**src/hw/rtl/nvp_pkg.sv**
```systemverilog
// Shared types and constants for the name-value pair parser.
// Used by nvp_core and name_value_pair_parser; no dependencies.
`default_nettype none

package nvp_pkg;

   localparam int BYTE_W = 8;
   // Width of the reported lengths and of the four-byte length accumulator.
   localparam int LEN_W  = 31;

   typedef logic [1:0] kind_type;

   localparam kind_type KIND_KEY     = 2'd0;
   localparam kind_type KIND_VALUE   = 2'd1;
   localparam kind_type KIND_LENGTHS = 2'd2;
   localparam kind_type KIND_STATUS  = 2'd3;

   typedef struct packed {
      logic              have;
      logic [BYTE_W-1:0] pair_byte;
      kind_type          kind;
      logic [LEN_W-1:0]  key_length;
      logic [LEN_W-1:0]  value_length;
      logic              field_end;
      logic              pair_end;
      logic              truncated;
   } result_type;

endpackage

`default_nettype wire

```
**src/hw/rtl/nvp_core.sv**
```systemverilog
// Parser state and per-byte decode for the name-value pair parser.
// Depends on nvp_pkg for the result struct and kind codes.
`default_nettype none

module nvp_core #(
   parameter int LENGTH_BITS = 31
) (
   input  wire logic                      clock,
   input  wire logic                      reset,
   input  wire logic                      step,
   input  wire logic [nvp_pkg::BYTE_W-1:0] in_byte,
   input  wire logic                      stream_last,
   output nvp_pkg::result_type            result
);

   typedef enum logic [2:0] {
      PH_KLEN = 3'd0,
      PH_VLEN = 3'd1,
      PH_KEY  = 3'd2,
      PH_VAL  = 3'd3
   } phase_type;

   localparam logic [31:0] LEN_LIMIT = (32'd1 << LENGTH_BITS) - 32'd1;

   phase_type                     phase_ff, phase_in;
   logic [1:0]                    cnt_ff, cnt_in;
   logic [nvp_pkg::LEN_W-1:0]     acc_ff, acc_in;
   logic [LENGTH_BITS-1:0]        hkl_ff, hkl_in;
   logic [LENGTH_BITS-1:0]        hvl_ff, hvl_in;
   logic [LENGTH_BITS-1:0]        rem_ff, rem_in;

   logic [LENGTH_BITS-1:0]        rem_dec;
   logic [nvp_pkg::LEN_W-1:0]     acc_shift;
   logic [nvp_pkg::LEN_W-1:0]     len;
   logic [LENGTH_BITS-1:0]        len_sat;
   logic                          done;
   logic                          mid_pair;

   always_comb begin
      phase_in  = phase_ff;
      cnt_in    = cnt_ff;
      acc_in    = acc_ff;
      hkl_in    = hkl_ff;
      hvl_in    = hvl_ff;
      rem_in    = rem_ff;
      result    = '0;
      result.kind = nvp_pkg::KIND_STATUS;
      done      = 1'b0;
      len       = '0;
      rem_dec   = (rem_ff != '0) ? rem_ff - LENGTH_BITS'(1) : '0;
      acc_shift = {acc_ff[nvp_pkg::LEN_W-9:0], in_byte};

      case (phase_ff)
         PH_KEY, PH_VAL: begin
            result.have      = 1'b1;
            result.pair_byte = in_byte;
            result.kind      = (phase_ff == PH_KEY) ? nvp_pkg::KIND_KEY : nvp_pkg::KIND_VALUE;
            rem_in           = rem_dec;
            if (rem_dec == '0) begin
               result.field_end = 1'b1;
               if (phase_ff == PH_KEY && hvl_ff != '0) begin
                  phase_in = PH_VAL;
                  rem_in   = hvl_ff;
               end else begin
                  result.pair_end = 1'b1;
                  phase_in        = PH_KLEN;
               end
            end
         end
         default: begin
            // length phases; unreachable codes behave as the key length phase
            if (cnt_ff == 2'd0) begin
               if (in_byte[7]) begin
                  acc_in = nvp_pkg::LEN_W'(in_byte[6:0]);
                  cnt_in = 2'd1;
               end else begin
                  len  = nvp_pkg::LEN_W'(in_byte);
                  done = 1'b1;
               end
            end else begin
               acc_in = acc_shift;
               if (cnt_ff == 2'd3) begin
                  len    = acc_shift;
                  acc_in = '0;
                  cnt_in = 2'd0;
                  done   = 1'b1;
               end else begin
                  cnt_in = cnt_ff + 2'd1;
               end
            end
         end
      endcase

      if ({1'b0, len} > LEN_LIMIT)
         len_sat = LEN_LIMIT[LENGTH_BITS-1:0];
      else
         len_sat = len[LENGTH_BITS-1:0];

      if (done) begin
         if (phase_ff == PH_VLEN) begin
            hvl_in      = len_sat;
            result.have = 1'b1;
            result.kind = nvp_pkg::KIND_LENGTHS;
            if (hkl_ff != '0) begin
               phase_in = PH_KEY;
               rem_in   = hkl_ff;
            end else if (len_sat != '0) begin
               phase_in = PH_VAL;
               rem_in   = len_sat;
            end else begin
               result.pair_end = 1'b1;
               phase_in        = PH_KLEN;
            end
         end else begin
            hkl_in   = len_sat;
            phase_in = PH_VLEN;
         end
      end

      result.key_length   = nvp_pkg::LEN_W'(hkl_in);
      result.value_length = nvp_pkg::LEN_W'(hvl_in);

      mid_pair = !((phase_in == PH_KLEN || phase_in > PH_VAL) && cnt_in == 2'd0);
      if (stream_last) begin
         if (mid_pair) begin
            result.truncated = 1'b1;
            if (!result.have) begin
               result.have      = 1'b1;
               result.kind      = nvp_pkg::KIND_STATUS;
               result.pair_byte = '0;
            end
         end
         phase_in = PH_KLEN;
         cnt_in   = '0;
         acc_in   = '0;
         hkl_in   = '0;
         hvl_in   = '0;
         rem_in   = '0;
      end
   end

   always_ff @(posedge clock) begin
      if (reset) begin
         phase_ff <= PH_KLEN;
         cnt_ff   <= '0;
         acc_ff   <= '0;
         hkl_ff   <= '0;
         hvl_ff   <= '0;
         rem_ff   <= '0;
      end else if (step) begin
         phase_ff <= phase_in;
         cnt_ff   <= cnt_in;
         acc_ff   <= acc_in;
         hkl_ff   <= hkl_in;
         hvl_ff   <= hvl_in;
         rem_ff   <= rem_in;
      end
   end

endmodule

`default_nettype wire

```
**src/hw/rtl/name_value_pair_parser.sv**
```systemverilog
// Name-value pair parser, top level: input register, decode core, result register.
// Depends on nvp_pkg and nvp_core.
//
// Usage:
//   req_* carries the parameter stream, one byte per item; req_tlast marks the
//   stream's last byte. Each pair is a key length, a value length (one byte, or
//   four big-endian bytes with the top bit set), then the key and value bytes.
//   rsp_* gives at most one item per input byte: a tagged key or value byte,
//   the decoded lengths once per pair, or a status item on a truncated stream.
//   rsp_tlast is high on the item that completes a pair.
// Timing:
//   An accepted byte is held in the input register and decoded from there
//   into the result register, whose contents drive rsp_*. One byte per cycle
//   is sustained while rsp_tready stays high; the parser state updates once
//   per decoded byte.
// Stalls and reset:
//   While rsp_tready is low with a result pending, the input register still
//   drains bytes that give no result, and refills behind a held result, so
//   req_tready falls only once both registers are full. Reset empties both
//   registers and returns the parser to the key length phase.
`default_nettype none

module name_value_pair_parser #(
   parameter int LENGTH_BITS = 31
) (
   input  wire logic        clock,
   input  wire logic        reset,
   input  wire logic        req_tvalid,
   output logic             req_tready,
   input  wire logic [7:0]  req_tdata,   // [7:0] in_byte
   input  wire logic        req_tlast,   // stream_last
   output logic             rsp_tvalid,
   input  wire logic        rsp_tready,
   output logic [71:0]      rsp_tdata,   // [7:0] pair_byte, [38:8] key_length,
                                         // [69:39] value_length, [70] field_end,
                                         // [71] truncated
   output logic [1:0]       rsp_tuser,   // [1:0] kind
   output logic             rsp_tlast    // pair_end
);

   logic                        in_valid_ff;
   logic [nvp_pkg::BYTE_W-1:0]  in_byte_ff;
   logic                        in_last_ff;
   logic                        rsp_valid_ff;
   nvp_pkg::result_type         rsp_ff;
   nvp_pkg::result_type         result;
   logic                        advance;

   assign advance    = in_valid_ff && (!rsp_valid_ff || rsp_tready || !result.have);
   assign req_tready = !in_valid_ff || advance;

   nvp_core #(
      .LENGTH_BITS (LENGTH_BITS)
   ) u_core (
      .clock       (clock),
      .reset       (reset),
      .step        (advance),
      .in_byte     (in_byte_ff),
      .stream_last (in_last_ff),
      .result      (result)
   );

   always_ff @(posedge clock) begin
      if (reset) begin
         in_valid_ff  <= 1'b0;
         rsp_valid_ff <= 1'b0;
      end else begin
         if (req_tready)
            in_valid_ff <= req_tvalid;
         if (advance && result.have)
            rsp_valid_ff <= 1'b1;
         else if (rsp_tready)
            rsp_valid_ff <= 1'b0;
      end
      if (req_tvalid && req_tready) begin
         in_byte_ff <= req_tdata;
         in_last_ff <= req_tlast;
      end
      if (advance && result.have)
         rsp_ff <= result;
   end

   assign rsp_tvalid = rsp_valid_ff;
   assign rsp_tdata  = {rsp_ff.truncated, rsp_ff.field_end, rsp_ff.value_length,
                        rsp_ff.key_length, rsp_ff.pair_byte};
   assign rsp_tuser  = rsp_ff.kind;
   assign rsp_tlast  = rsp_ff.pair_end;

endmodule

`default_nettype wire

```
**config.mk**
```make
export PLATFORM = sky130hd
export DESIGN_NAME = name_value_pair_parser
export DESIGN_NICKNAME = d
export VERILOG_FILES = /design/src/hw/rtl/nvp_pkg.sv /design/src/hw/rtl/nvp_core.sv /design/src/hw/rtl/name_value_pair_parser.sv
export SDC_FILE = /design/constraint.sdc
export NUM_CORES = 1
export LEC_CHECK = 0
export BUFFER_PORTS_ARGS = -buffer_cell sky130_fd_sc_hd__buf_2
export CORE_MARGIN = 1
export CORE_UTILIZATION = 45
export DETAILED_ROUTE_END_ITERATION = 10
export SYNTH_ARGS = -nofsm -noshare
export SYNTH_HDL_FRONTEND = slang
export SYNTH_SLANG_ARGS = --single-unit
```
**constraint.sdc**
```tcl
create_clock -name clock -period 10.9 [get_ports clock]
set_input_delay 0.545 -clock clock [delete_from_list [all_inputs] [get_ports clock]]
set_output_delay 0.545 -clock clock [all_outputs]
set_load 0.01 [all_outputs]
```
==> run metrics <==
GRT Residual Overflow=0; Hold/Removal Path Class=input port to register; number of enable flip-flop cells after synthesis=84; share of cells above drive strength 1=14.3%; dpl cells=1593; switch share=26.8%; syn avg cell area=8.68 um^2; worst skew pair latency=540 ps; Non-Filler Instances=1635; maxcap violations=0; Tcrit/Tclk final=49.4%; clock buffer depth=3; RSZ-0062 raised after global routing=no; Fmax=186 MHz; Synth Net Count=1293; hold path cells=1; mapped cell area=11100 um^2; worst r2r path cells=12; WS Path Type=register to register; synth cell count leaders=175 x nand2_1, 123 x dfxtp_1, 102 x nor2_1; Clock transition at path regs=60 ps; crit end category=register; Tightest Pin Transition=1010 ps; Psw=0.000483 W; outcome=finished, final reports clean; Cell Rows=57; Initial Util=45.7%; required time worst endpoint=11060 ps; Chip Height=159 um; power share of the combinational group=10.5%; Crit path arrival time=5540 ps; Post-CTS Setup Bufs=0; Clock Sinks=207; CORE AREA=24200 um^2; Pins Over Slew Limit=0; die width=159 um; sequential power share=46.4%; CTS Root Cell=clkbuf_16; CTS tree=done; Die ar.=25300 um^2; gpl congestion=0.907; drt first pass iters=5; initial drt markers=997; vias in the first global route=9377; sequential area share after synthesis=45.0%; Synth area leader=edfxtp_1; ANT cells=0; Area growth, synth to finish=11.7%; LEAKAGE=4.23 nW; Synth Instances=1276; Setup-failing EPs final=0; nets=1311; CTS Buf Count=23; Syn. warnings=0; Internal=0.00132 W; Synth top area share=22.8%; number of synthesized register bits=207; global-route wire length before repair=56400 um; gr usage total=28.7%; Worst Clk Skew=13.0 ps; final wirelength=37000 um; Avg WL per Cell=22.7 um; number of I/O port buffers=89; register-to-register path setup slack=5520 ps; prevailing post-synth register cell=dfxtp_1; Ports=90; setup TNS=0 ps; final hold violation count=0; DR vias=10200; Startpoint Class=register; worst relative slew slack=32.4%; Hold Buf Count CTS=0; worst r2r src=u_core.rem_ff[4]$_SDFFE_PP0P_; fin crit period=5380 ps; maximum VDD drop=0.000115 V; fraction of registers with async set/reset=0%; pwr dens=146 nW/um^2; # DRC=0; distinct cell type count after synthesis=66; initial antenna violation count=0; largest net degree at the start of global routing=80; Worst Hold End=in_last_ff$_DFFE_PP_; Vias/cell=6.24; reg2reg end=rsp_tdata[48]$_DFFE_PP_; top-count cell post-synth=nand2_1; htree depth=1; Hold Startpoint=req_tlast; post-DP HPWL=24600 um; Routed Antenna Nets=0; cts repair resizes=0; Max Fanout on Critical Path=75; Area contributors post-synth=edfxtp_1 23%, dfxtp_1 22%, nand2_1 5.9%, a31oi_1 4.7%, nor3b_1 4.3%; clock share of power=43.2%
placed cells by master, fill, tap and decap left out, drive strengths merged, types with 5 or more instances in the layout:
| cell type | count |
|---|---|
| clkinv | 10 |
| buf | 107 |
| a221o | 9 |
| o221ai | 7 |
| edfxtp | 84 |
| and2 | 12 |
| o211ai | 12 |
| nor2 | 103 |
| nor3 | 32 |
| a21oi | 27 |
| xnor2 | 15 |
| o311ai | 17 |
| inv | 33 |
| nand3 | 20 |
| or2 | 12 |
| o21ai | 86 |
| a31oi | 84 |
| or3 | 5 |
| nor2b | 16 |
| nor3b | 65 |
| mux2i | 24 |
| nand4 | 62 |
| clkbuf | 28 |
| or4 | 5 |
| mux2 | 7 |
| dfxtp | 123 |
| nand2 | 176 |
| o31ai | 9 |
| nand2b | 28 |
| nor4b | 5 |
| and4 | 7 |
| nor4 | 34 |
kinds of logic (layout without fill, tap and decap cells):
group,after synthesis,in the layout,share of synthesized area (%)
buffers and inverters,145,180,5.30
XOR/XNOR,17,17,1.34
flip-flops,207,207,45.0
adder cells (fa/ha/maj),4,4,0.452
multiplexers,31,31,2.88
AO/OA/AOI/OAI,282,282,16.7
AND/OR/NAND/NOR,590,590,28.4
worst max-delay path, stage by stage (launching register included):
cell and delay [ps]:
dfxtp_1 420, nor4_4 570, nand4_2 320, o31ai_1 540, nand4_1 200, nor4_1 300
a31o_2 630, a31o_2 350, a31o_1 160, buf_4 310, nand2_2 230, nor2_4 140
buf_4 680
layer usage:
layer  global-route usage [%]  share of wire [%]  up-vias
met5                        0                  0        -
met4                     11.6                4.0        0
met3                     3.34                6.2       80
met2                     44.9                 45      419
met1                     40.3                 45     4946
li1                         -                  -     4763
metrics by stage:
step	setup slack [ps]	util [%]	hold slack [ps]	instance area, um^2	total power [W]
finish	5520	51.1	185	12400	0.00180
global placement	5680	48.0	477	11600	0.00104
floorplan	4460	-	462	11100	0.000978
global route	5210	51.1	177	12400	0.00186
detailed placement	5650	48.0	481	11600	0.00104
CTS	5610	51.1	172	12400	0.00181
worst max path at each step:
stage	startpoint	endpoint	slack (ps)	cells after the start
after global routing	u_core.rem_ff[0]$_SDFFE_PP0P_	rsp_tdata[59]$_DFFE_PP_	5210	14
after detailed placement	u_core.rem_ff[4]$_SDFFE_PP0P_	rsp_tdata[6]$_DFFE_PP_	5650	12
final	u_core.rem_ff[4]$_SDFFE_PP0P_	rsp_tdata[48]$_DFFE_PP_	5520	12
after floorplan	u_core.rem_ff[0]$_SDFFE_PP0P_	rsp_tdata[0]$_DFFE_PP_	4460	14
after global placement	u_core.rem_ff[4]$_SDFFE_PP0P_	rsp_tdata[27]$_DFFE_PP_	5680	12
after CTS	u_core.rem_ff[4]$_SDFFE_PP0P_	rsp_tdata[57]$_DFFE_PP_	5610	12
sequential cells by signal, indices dropped and copies added (netlist names), 3 cells and up:
register         cells
u_core.rem_ff       31
u_core.hkl_ff       31
u_core.hvl_ff       31
u_core.acc_ff       23
rsp_tdata           72
u_core.phase_ff      3
in_byte_ff           8
area by class of cell:
type                            count  area [um^2]
Inverter                           31          116
Fill cell                        2300        11900
Clock buffer                       28          604
Multi-Input combinational cell    924         5550
Sequential cell                   207         4980
Clock inverter                     14          133
Tap cell                          324          405
Timing Repair Buffer              107          583
power by group through the flow:
stage | Combinational, W | Clock, W | Sequential (W)
after floorplan | 0.000121 | 0 | 0.000857
after global placement | 0.000187 | 0 | 0.000852
after detailed placement | 0.000187 | 0 | 0.000852
after CTS | 0.000188 | 0.000787 | 0.000836
after global routing | 0.000202 | 0.000818 | 0.000837
final | 0.000189 | 0.000778 | 0.000836
Note: power is estimated with default switching activity, not from simulation.
